==> src/design/cpba_pkg.sv <==
package cpba_pkg;

    localparam int POOL_PAGES_DEF    = 4096;
    localparam int MAP_WORD_BITS_DEF = 32;

    localparam int ADDR_W       = 32;
    localparam int PAGE_SHIFT   = 12;
    localparam int PGN_W        = ADDR_W - PAGE_SHIFT;
    localparam int COUNT_W      = 13;
    localparam int START_PAGE_W = 12;
    localparam int STATUS_W     = 2;
    localparam int DATA_W       = 48;

    localparam logic [ADDR_W-1:0] BASE_RESET = 32'h1000_0000;

    localparam logic REQ_ALLOC = 1'b0;
    localparam logic REQ_FREE  = 1'b1;

    localparam logic [STATUS_W-1:0] ST_DONE        = 2'd0;
    localparam logic [STATUS_W-1:0] ST_ALLOC_FAIL  = 2'd1;
    localparam logic [STATUS_W-1:0] ST_FREE_REJECT = 2'd2;

endpackage

==> src/design/cpba_map_ram.sv <==
module cpba_map_ram
    import cpba_pkg::*;
#(
    parameter int DEPTH = POOL_PAGES_DEF / MAP_WORD_BITS_DEF,
    parameter int W     = MAP_WORD_BITS_DEF,
    parameter int AW    = (DEPTH > 1) ? $clog2(DEPTH) : 1
)
(
    input  logic          clk,
    input  logic          we,
    input  logic [AW-1:0] waddr,
    input  logic [W-1:0]  wdata,
    input  logic [AW-1:0] raddr,
    output logic [W-1:0]  rdata
);

    logic [W-1:0] mem [DEPTH];

    always_ff @(posedge clk)
    begin
        if (we)
        begin
            mem[waddr] <= wdata;
        end
    end

    always_ff @(posedge clk)
    begin
        rdata <= mem[raddr];
    end

endmodule

==> config.mk <==
export PLATFORM = sky130hd
export DESIGN_NAME = cpba_map_ram
export DESIGN_NICKNAME = d
export VERILOG_FILES = /design/src/design/cpba_pkg.sv /design/src/design/cpba_map_ram.sv
export SDC_FILE = /design/constraint.sdc
export NUM_CORES = 2
export LEC_CHECK = 0
export BUFFER_PORTS_ARGS = -buffer_cell sky130_fd_sc_hd__buf_2
export CORE_MARGIN = 5
export CORE_UTILIZATION = 54
export CTS_BUF_LIST = sky130_fd_sc_hd__clkbuf_2
export CTS_CLUSTER_DIAMETER = 30
export DETAILED_ROUTE_END_ITERATION = 10
export GPL_TIMING_DRIVEN = 1
export PLACE_DENSITY = 0.72
export SYNTH_ARGS = -nofsm -noshare
export SYNTH_HDL_FRONTEND = slang
export SYNTH_SLANG_ARGS = --single-unit
==> constraint.sdc <==
create_clock -name clk -period 6.4 [get_ports clk]
set_input_delay 0.32 -clock clk [delete_from_list [all_inputs] [get_ports clk]]
set_output_delay 0.32 -clock clk [all_outputs]
set_load 0.02 [all_outputs]
==> run metrics <==
final setup skew 0.158 ns; net total in the final layout 7,175; initial antenna violation count 49; Area Overhead vs Synth 11.7%; Synth Area in XOR/XNOR 0%; die footprint 300,000 um2; wire length after detailed routing 395,000 um; # IOs 80; total of endpoints with negative setup slack in the final report 0; maximum vdd drop 161 uV; Yosys warning total 0; Residual DRC 0; area fraction of the dominant cell type after synthesis 78.7%; max_cap viols 0; hold slack 0.264 ns; drt initial violations 11,467; post-CTS setup buffer count 0; power density normalized to cell area 284 nW/um2; data required time of the worst path 8.21 ns; outcome completed; number of H-tree levels 6; achievable frequency 0.259 GHz; routed via count divided by cell count 6.39; Finished Cell Area 175,000 um2; Max Transition Viols Final 0; element type at the critical path start flop; main combinational cell family by area after synthesis multiplexers; share of cell area taken by muxes after synthesis 19.6%; maximum cell stage delay along the critical path 0.56 ns; # fillers 19,425; area share of fa/ha/maj cells after synthesis 0%; peak fanout along the critical path 1; wire per inst 33.8 um; cell area after technology mapping 156,000 um2; post-synthesis compound-gate area fraction 0%; TritonCTS clock tree done; RSZ-0062 raised after global routing false; static power due to leakage 55.4 nW; classification of the worst setup path reg2reg; x dimension of the die 548 um; cell types with the highest counts after synthesis sky130_fd_sc_hd__edfxtp_1, sky130_fd_sc_hd__mux4_2, sky130_fd_sc_hd__clkbuf_1, sky130_fd_sc_hd__nor2_1, sky130_fd_sc_hd__buf_2; slew margin rel. 16.6%; number of search-and-repair iterations in the first detailed-routing pass 5; unique cell type count in the Yosys netlist 17; series of cell instances along the critical path mux4_2, mux4_2, dlygate4sd3_1, mux4_2, dlygate4sd3_1, mux2_2, dlygate4sd3_1; Async SR Flop Fraction 0%; crit end category flop; clock-pin slew reported for the worst setup and hold paths after clock tree synthesis 0.11 ns; Area contributors post-synth sky130_fd_sc_hd__edfxtp_1, sky130_fd_sc_hd__mux4_2, sky130_fd_sc_hd__clkbuf_1; number of endpoints with negative hold slack in the final report 0; Buf/Inv on CP 3; # clock sinks 4,128; Seq/Total Area, Yosys 79.1%; overall via count from detail_route 74,748; number of global-route vias before repair 76,572; cell area after placement 164,000 um2; flip-flop and latch count after synthesis 4,128; synthesized area per cell 26.1 um2; Gate Count Post-Synth 5,990; Core Box Area 288,000 um2; Hold Buf Count CTS 176; setup TNS 0 ns; share of cells above drive strength 1 42.5%; cell type with the largest total area after synthesis sky130_fd_sc_hd__edfxtp_1; Starting Density 54.2%; count of flip-flops with a built-in enable after synthesis 4,096; number of buffers added by the clock tree synthesis step 942; number of gates given a new drive strength after cts 0; total global-route track usage 26.4%; worst-margin pin slew 1.25 ns; top-count cell post-synth sky130_fd_sc_hd__edfxtp_1; last weighted congestion value of the routability-driven placer 0.819; remaining global-route overflow 0; Chip Height 548 um; HPWL after DPL 216,000 um; post-detailed-route count of antenna-violating nets 0; slowest stage cell, crit path sky130_fd_sc_hd__dlygate4sd3_1; hold crit path type in2reg; Std-Cell Rows 197; final period demand of the worst path 3.86 ns; arrival time of the worst setup path 5.67 ns; count of input and output buffers 79; wire length of the first global-routing pass 560,000 um; Net Count, Synth 6,038; family of cells with the greatest summed delay on the critical path buffers and inverters; maximum root-to-sink buffer count 4; period utilization 60.3%; Post-synth top flop sky130_fd_sc_hd__edfxtp_1; library cell used as clock root buffer sky130_fd_sc_hd__clkbuf_2; simple-gate portion of the synthesized area 0.446%; maximum number of pins on one net before global-route repair 99; clock network latency to the later pin of the worst-skew pair 1.96 ns
-- metal layers --
layer | wire, um | up-vias | track usage [%]
met1 | 143000 | 39647 | 37.1
li1 | - | 29380 | -
met4 | 13500 | 16 | 9.76
met3 | 48600 | 593 | 6.74
met2 | 190000 | 5112 | 40.9
met5 | 114 | - | 0
-- logic make-up after synthesis --
kind of cell           Yosys count
buffers and inverters          316
DFF                           4128
muxes                         1376
and+or+nand+nor                170
-- metrics by stage --
stage	worst slack, ns	total power, mW	cells	util, %
after floorplan	2.84	31.9	5990	-
after global placement	2.20	33.3	9788	56.8
after detailed placement	2.21	33.4	9788	56.8
after CTS	2.57	49.9	11666	60.6
after global routing	2.45	51.5	11683	60.6
final	2.54	49.6	11692	60.6
-- layout by cell type, fill, tap and decap left out --
cell type                       count
sky130_fd_sc_hd__buf_8              3
sky130_fd_sc_hd__nand2b_1           2
sky130_fd_sc_hd__nand4_1            3
sky130_fd_sc_hd__buf_12            55
sky130_fd_sc_hd__clkinv_4           5
sky130_fd_sc_hd__clkbuf_2        1389
sky130_fd_sc_hd__diode_2           26
sky130_fd_sc_hd__mux2_2            32
sky130_fd_sc_hd__edfxtp_1        4096
sky130_fd_sc_hd__dlygate4sd3_1    142
sky130_fd_sc_hd__nor2_4           119
sky130_fd_sc_hd__bufinv_16         18
sky130_fd_sc_hd__nor3_2             9
sky130_fd_sc_hd__clkinvlp_4         8
sky130_fd_sc_hd__clkinv_1         227
sky130_fd_sc_hd__or3_1              1
sky130_fd_sc_hd__nand2_2            3
sky130_fd_sc_hd__inv_2              9
sky130_fd_sc_hd__buf_2             41
sky130_fd_sc_hd__buf_16            19
sky130_fd_sc_hd__mux4_2          1344
sky130_fd_sc_hd__dfxtp_1           32
sky130_fd_sc_hd__buf_4            249
sky130_fd_sc_hd__nand3_1            8
sky130_fd_sc_hd__nand2_1           11
sky130_fd_sc_hd__inv_6              8
sky130_fd_sc_hd__clkinv_2          38
sky130_fd_sc_hd__nor2b_1            7
sky130_fd_sc_hd__nand3_2            4
sky130_fd_sc_hd__nor2_1             3
-- final timing paths --
| kind | cells past startpoint | from | endpoint | slack [ns] |
|---|---|---|---|---|
| setup reg to reg | 7 | mem[79][9] | rdata[9] | 2.54 |
| hold / removal | 4 | waddr[6] | mem[99][25] | 0.26 |
| hold reg to reg | 4 | mem[88][20] | rdata[20] | 1.07 |
| setup / recovery | 7 | mem[79][9] | rdata[9] | 2.54 |
-- tightest hold or removal path: cells and delay by family --
| family | cells | cell delay (ns) |
|---|---|---|
| buffers and inverters | 2 | 0.75 |
| AND/OR/NAND/NOR | 2 | 0.93 |
-- where the power goes --
group | internal, mW | leakage, nW | switching [mW]
clock | 6.57 | 6.62 | 10.1
combinational | 1.21 | 11.6 | 1.79
sequential | 29.8 | 37.1 | 0.127
-- final cells by class --
class / count / area [um2] / area share, %
Clock buffer: 1389 / 6950 / 3.98
Clock inverter: 313 / 1790 / 1.03
Multi-Input combinational cell: 1546 / 32300 / 18.5
Tap cell: 3781 / 4730 / 2.71
Antenna cell: 26 / 65.1 / 0.0373
Timing Repair Buffer: 509 / 5160 / 2.96
Sequential cell: 4128 / 124000 / 70.8
-- registers in the layout, indices dropped and copies added, names as in the netlist --
signal and cells:
mem 4096, rdata 32
Power figures use the tool's default switching activity.
