--- src/design/cpba_pkg.sv ---
package cpba_pkg;

    localparam int POOL_PAGES_DEF    = 4096;
    localparam int MAP_WORD_BITS_DEF = 32;

    localparam int ADDR_W       = 32;
    localparam int PAGE_SHIFT   = 12;
    localparam int PGN_W        = ADDR_W - PAGE_SHIFT;
    localparam int COUNT_W      = 13;
    localparam int START_PAGE_W = 12;
    localparam int STATUS_W     = 2;
    localparam int DATA_W       = 48;

    localparam logic [ADDR_W-1:0] BASE_RESET = 32'h1000_0000;

    localparam logic REQ_ALLOC = 1'b0;
    localparam logic REQ_FREE  = 1'b1;

    localparam logic [STATUS_W-1:0] ST_DONE        = 2'd0;
    localparam logic [STATUS_W-1:0] ST_ALLOC_FAIL  = 2'd1;
    localparam logic [STATUS_W-1:0] ST_FREE_REJECT = 2'd2;

endpackage

--- src/design/cpba_run_search.sv ---
module cpba_run_search
    import cpba_pkg::*;
#(
    parameter int W     = MAP_WORD_BITS_DEF,
    parameter int RUN_W = $clog2(POOL_PAGES_DEF + 1)
)
(
    input  logic [W-1:0]         free_vec,
    input  logic [RUN_W-1:0]     run_in,
    input  logic [COUNT_W-1:0]   count,
    output logic                 hit,
    output logic [$clog2(W)-1:0] hit_bit,
    output logic [RUN_W-1:0]     run_out
);

    localparam int ZW    = $clog2(W + 1);
    localparam int LEV   = $clog2(W);
    localparam int BIT_W = $clog2(W);
    localparam int CW    = ((RUN_W > COUNT_W) ? RUN_W : COUNT_W) + 1;

    // zp: one above the index of the last used bit at or below each position, 0 if none
    logic [ZW-1:0] zp [LEV+1][W];
    logic [CW-1:0] total [W];
    logic [W-1:0]  hit_vec;

    always_comb
    begin
        for (int e = 0; e < W; e++)
        begin
            zp[0][e] = free_vec[e] ? '0 : ZW'(e + 1);
        end
        for (int k = 0; k < LEV; k++)
        begin
            for (int e = 0; e < W; e++)
            begin
                if (e >= (1 << k) && zp[k][e - (1 << k)] > zp[k][e])
                begin
                    zp[k+1][e] = zp[k][e - (1 << k)];
                end
                else
                begin
                    zp[k+1][e] = zp[k][e];
                end
            end
        end
        for (int e = 0; e < W; e++)
        begin
            if (zp[LEV][e] == '0)
            begin
                total[e] = CW'(run_in) + CW'(e + 1);
            end
            else
            begin
                total[e] = CW'(e + 1) - CW'(zp[LEV][e]);
            end
            hit_vec[e] = (total[e] >= CW'(count));
        end
        hit     = |hit_vec;
        hit_bit = '0;
        for (int e = W - 1; e >= 0; e--)
        begin
            if (hit_vec[e])
            begin
                hit_bit = BIT_W'(e);
            end
        end
        if (zp[LEV][W-1] == '0)
        begin
            run_out = RUN_W'(CW'(run_in) + CW'(W));
        end
        else
        begin
            run_out = RUN_W'(CW'(W) - CW'(zp[LEV][W-1]));
        end
    end

endmodule

--- config.mk ---
export PLATFORM = sky130hd
export DESIGN_NAME = cpba_run_search
export DESIGN_NICKNAME = d
export VERILOG_FILES = /design/src/design/cpba_pkg.sv /design/src/design/cpba_run_search.sv
export SDC_FILE = /design/constraint.sdc
export NUM_CORES = 1
export LEC_CHECK = 0
export BUFFER_PORTS_ARGS = -buffer_cell sky130_fd_sc_hd__buf_2
export CELL_PAD_IN_SITES_DETAIL_PLACEMENT = 0
export CELL_PAD_IN_SITES_GLOBAL_PLACEMENT = 1
export CORE_MARGIN = 3
export CORE_UTILIZATION = 49
export DETAILED_ROUTE_END_ITERATION = 8
export PLACE_DENSITY_LB_ADDON = 0.08
export REMOVE_ABC_BUFFERS = 1
export SLEW_MARGIN = 20
export SYNTH_ARGS = -nofsm -noshare
export SYNTH_HDL_FRONTEND = slang
export SYNTH_SLANG_ARGS = --single-unit
export TNS_END_PERCENT = 100
--- constraint.sdc ---
create_clock -name vclk -period 24.2
set_clock_uncertainty 0.15 [all_clocks]
set_input_delay 6.05 -clock vclk [all_inputs]
set_output_delay 6.05 -clock vclk [all_outputs]
set_load 0.01 [all_outputs]
==> impl_metrics.csv, run 1 <==
group,metric,value,unit
synth,yosysMostFrequentCell,"ha_1",
routing,routed_wirelength,123000,microns
routing,drt_iter0_markers,3484,
timing,tightest_slew,1.12,ns
routing,antenna_left,0,
timing,hold_viol,0,
critical_path,cp_slowest_cell,"or4_4",
global_routing,grtUsageTotal,37.1,%
timing,final.period_utilization,96.0,%
routing,drtPass1Iterations,8,
critical_path,worst-endpoint-required,18.00,ns
critical_path,cpPeakStageDelay,0.59,ns
min_path,hp-start,"free_vec[31]",
die,die_x,254,microns
timing,slew_headroom,24.9,%
global_routing,grt_pass1_wl,185000,microns
synth,yosysTopAreaCell,"ha_1",
synth,synth_fa_ha_area_share,31.4,%
global_routing,grtUsageMet3,3.98,%
placed_design,dpl_cell_area,0.0314,sq mm
routing,viasPerCell,6.39,
placed_design,port_buffers,77,
pwr,leakagePower,15.8,nW
die,core_area,0.0606,sq mm
critical_path,critPathLaunchType,"input pin",
clock_network,post_cts_resized,0,
placed_design,dp_hpwl,94900,microns
synth,syn_area_per_cell,7.04,sq um
finish,seq_cell_count,0,
timing,tns,0,ns
clock_network,cts_setup_buffers,0,
critical_path,crit_start,"free_vec[11]",
finish,clkbuf_count,0,
global_routing,grt_overflow_total,0,
timing,rsz0062_at_grt,"false",
synth,synth_common_cells,"755 x ha_1, 407 x nor2_1, 357 x nand2_1",
routing,vias,32300,
timing,slew_viol_final,0,
critical_path,cp_common_cell,"ha_1",
global_routing,use_met2,57.7,%
global_routing,grt_max_degree,39,
finish,nets,5086,
finish,seqCellArea,0,sq um
flow_run,maxCapViolations,0,
critical_path,critical_path_class,"input pin to output port",
finish,drive_gt1_share,7.45,%
routing,detail_route.wl_per_cell,24.4,microns
clock_network,cts_hold_buffers,0,
die,die_area,0.0645,sq mm
synth,yosys_warnings,0,
synth,yosysTopAreaCellShare,31.3,%
finish,multi_input_area,0.0282,sq mm
min_path,hold_path.class,"input pin to output port",
die,ioPinCount,77,
global_routing,busiest_layer,"met2",
global_routing,antenna_found_initial,2,
global_routing,met1_usage,51.9,%
critical_path,crit_fanout,14,
die,start_util,49.8,%
global_routing,grt_pass1_vias,29400,
synth,synth_top_family_by_area,"adder cells",
finish,syn_to_final_growth,4.12,%
synth,synth_compound_area_share,27.4,%
synth,synth_xor_area_share,7.96,%
synth,synthMuxAreaShare,5.06,%
timing,layout_min_cycle_time,23.23,ns
timing,setup_viol,0,
synth,synth_area_leaders,"ha_1 31%, a21oi_1 5.4%, xnor2_1 5.3%",
die,die_height,254,microns
synth,syn_inst,4286,
synth,syn_area,0.0302,sq mm
pwr,ir_drop,0.0396,mV
finish,fin_area,0.0314,sq mm
routing,drc,0,
synth,ys_seq_area_share,0,%
timing,timing.fmax,43.0,MHz
critical_path,cp-end-kind,"output port",
finish,fill_cells,6296,
die,rows,90,
synth,synthDistinctLibCells,121,
outcome,status,"finished, final reports clean",
placed_design,globalplace.congestion,0.985,
synth,synth-simple-area-share,21.6,%
pwr,power_density,43.2,mW/mm^2
critical_path,worstPathArrival,17.03,ns
[per-layer routing]
layer,vias up,routed length (microns)
li1,15500,-
met1,15100,55200
met2,1459,51200
met3,288,10500
met4,0,6480
met5,-,0
[placed cells by master (no fill, tap or decap), drive strengths merged, types with 64 or more instances in the layout]
cell	netlist	final
ha	755	755
nor2	408	408
nand2	359	359
inv	347	340
a21oi	325	325
o21ai	298	298
xnor2	181	181
buf	34	149
a21o	146	146
mux2i	97	97
nand3	96	96
xor2	93	93
nor2b	90	90
nand2b	78	78
o21a	66	66
nor3	64	64
[power by group]
group | switching, mW | internal [mW] | leakage [nW]
Clock | 0 | 0.00000000553 | 0.00000634
Sequential | 0 | 0 | 0
Combinational | 0.825 | 0.532 | 15.8
[layout make-up]
| cell class | instances | area share (%) |
|---|---|---|
| Inverter | 349 | 4.17 |
| Antenna cell | 1 | 0.00797 |
| Multi-Input combinational cell | 3773 | 89.8 |
| Timing Repair Buffer | 149 | 2.95 |
| Tap cell | 782 | 3.12 |
[cells by family after synthesis]
kind of cell | after synthesis
buf+inv | 513
mux | 146
compound gates | 1249
xor+xnor | 274
fa+ha+maj | 758
simple gates | 1346
[critical path: cells and delay by family]
kind                     cells  cell delay [ns]
AND/OR/NAND/NOR             12             2.66
buffers and inverters        6             0.80
multiplexers                 4             1.84
AO/OA/AOI/OAI               18             4.06
adder cells (fa/ha/maj)      7             1.58
[through the flow]
step	utilization, %	setup slack [ns]	std cells	power, mW	hold slack, ns
2_1_floorplan	-	3.19	4122	0.933	12.07
3_3_place_gp	51.8	1.38	5053	1.31	12.48
3_5_place_dp	51.8	1.23	5053	1.32	12.48
4_1_cts	51.8	1.19	5053	1.32	12.48
5_1_grt	51.8	0.196	5054	1.50	12.51
6_report	51.8	0.967	5054	1.36	12.49
[final timing paths]
kind | slack, ns | to | cells after the start
worst max-delay path | 0.97 | hit_bit[2] | 47
worst min-delay path | 12.49 | run_out[5] | 4
No activity file was read; power rests on OpenSTA's default activity.
==> run 2: changes to the inputs <==
- CORE_UTILIZATION: 49 -> 45
==> impl_metrics.csv, run 2 (same netlist as run 1, synthesis figures left out) <==
group,metric,value,unit
min_path,hp-start,"free_vec[31]",
min_path,hold-path-endpoint,"run_out[5]",
critical_path,critPathLaunchType,"input pin",
placed_design,dp_hpwl,97600,microns
timing,rsz0062_at_grt,"false",
routing,detail_route.wl_per_cell,24.8,microns
routing,wl_met1,58200,microns
critical_path,cp.buffers_inverters,7,
outcome,status,"finished, final reports clean",
routing,antenna_left,0,
finish,fill_cells,6902,
routing,dr_wl_met3,10100,microns
routing,met2_length,52900,microns
die,rows,94,
die,die_x,265,microns
critical_path,cp-end-kind,"output port",
timing,tns,0,ns
critical_path,cpPeakStageDelay,0.56,ns
global_routing,antenna_found_initial,7,
finish,seq_cell_count,0,
routing,drtPass1Iterations,6,
placed_design,globalplace.congestion,0.995,
timing,setup_viol,0,
finish,mostFrequentLayoutCell,"ha_1",
finish,fin_area,0.0315,sq mm
finish,final_cells,5141,
finish,multi_input_area,0.0282,sq mm
timing,post-route-worst-setup-slack,0.919,ns
die,die_area,0.0701,sq mm
finish,syn_to_final_growth,4.61,%
clock_network,cts_setup_buffers,0,
timing,slew_headroom,18.8,%
routing,routed_wirelength,127000,microns
global_routing,grt_overflow_total,0,
finish,fin_util,47.7,%
critical_path,worstPathArrival,17.08,ns
routing,drt_iter0_markers,3078,
timing,layout_min_cycle_time,23.28,ns
routing,drc,0,
min_path,min_path_cells,4,
routing,vias,32100,
finish,seqCellArea,0,sq um
timing,slew_viol_final,0,
global_routing,grt_pass1_wl,189000,microns
global_routing,grtUsageTotal,34.8,%
critical_path,worst-endpoint-required,18.00,ns
timing,tightest_slew,1.21,ns
die,core_area,0.0661,sq mm
min_path,hold_path.class,"input pin to output port",
die,die_height,265,microns
flow_run,maxCapViolations,0,
global_routing,grt_pass1_vias,29500,
clock_network,post_cts_resized,0,
finish,diodes,0,
critical_path,cp_common_cell,"ha_1",
placed_design,dp_cells,5141,
critical_path,critical_path_class,"input pin to output port",
critical_path,crit_fanout,15,
placed_design,dp_slack,1.21,ns
critical_path,cp_slowest_cell,"mux2i_1",
timing,final.period_utilization,96.2,%
finish,layout_common_cells,"754 x ha_1, 407 x nor2_1, 357 x nand2_1, 324 x inv_1, 323 x a21oi_1",
clock_network,cts_hold_buffers,0,
routing,viasPerCell,6.24,
placed_design,port_buffers,77,
finish,clkbuf_count,0,
pwr,ir_drop,0.0409,mV
timing,timing.fmax,43.0,MHz
pwr,p_total,1.38,mW
pwr,power_density,43.8,mW/mm^2
routing,routed.top_layer,"met5",
global_routing,grt_max_degree,39,
timing,hold_viol,0,
timing,hold_ws,12.49,ns
finish,drive_gt1_share,7.74,%
placed_design,dpl_cell_area,0.0315,sq mm
finish,nets,5092,
critical_path,critPathTopFamily,"compound AO/OA/AOI/OAI gates",
die,start_util,45.6,%
pwr,leakagePower,15.8,nW
die,ioPinCount,77,
[run 2: cell types whose count changed in the layout (fill, tap and decap cells not counted), sizes merged]
cell | previous run | this run
clkinv | 9 | 3
inv | 340 | 346
diode | 1 | 0
buf | 149 | 155
[run 2: layout make-up]
type,instances,share of cell area (%)
inverter,349,4.15
tap,864,3.43
multi-input combinational,3773,89.3
timing repair buffer,155,3.08
[run 2: how the worst max path moves through the flow]
stage	start	to	slack (ns)	cells after the start
after floorplan	free_vec[6]	hit_bit[3]	3.19	43
after global placement	free_vec[11]	hit_bit[2]	1.32	48
after detailed placement	free_vec[11]	hit_bit[2]	1.21	47
after CTS	free_vec[11]	hit_bit[3]	1.17	46
after global routing	free_vec[12]	hit_bit[2]	0.07	47
final	free_vec[11]	hit_bit[3]	0.92	46
[run 2: power breakdown]
part / internal, mW / leakage [nW] / switching, mW
clock: 0 / 0 / 0
sequential: 0 / 0 / 0
combinational: 0.535 / 15.8 / 0.847
total: 0.535 / 15.8 / 0.847
[run 2: routing by layer]
layer,up-vias,track usage [%]
met5,-,0
met4,6,12.5
met3,259,2.77
met2,1373,54.3
met1,14900,49.9
li1,15500,-
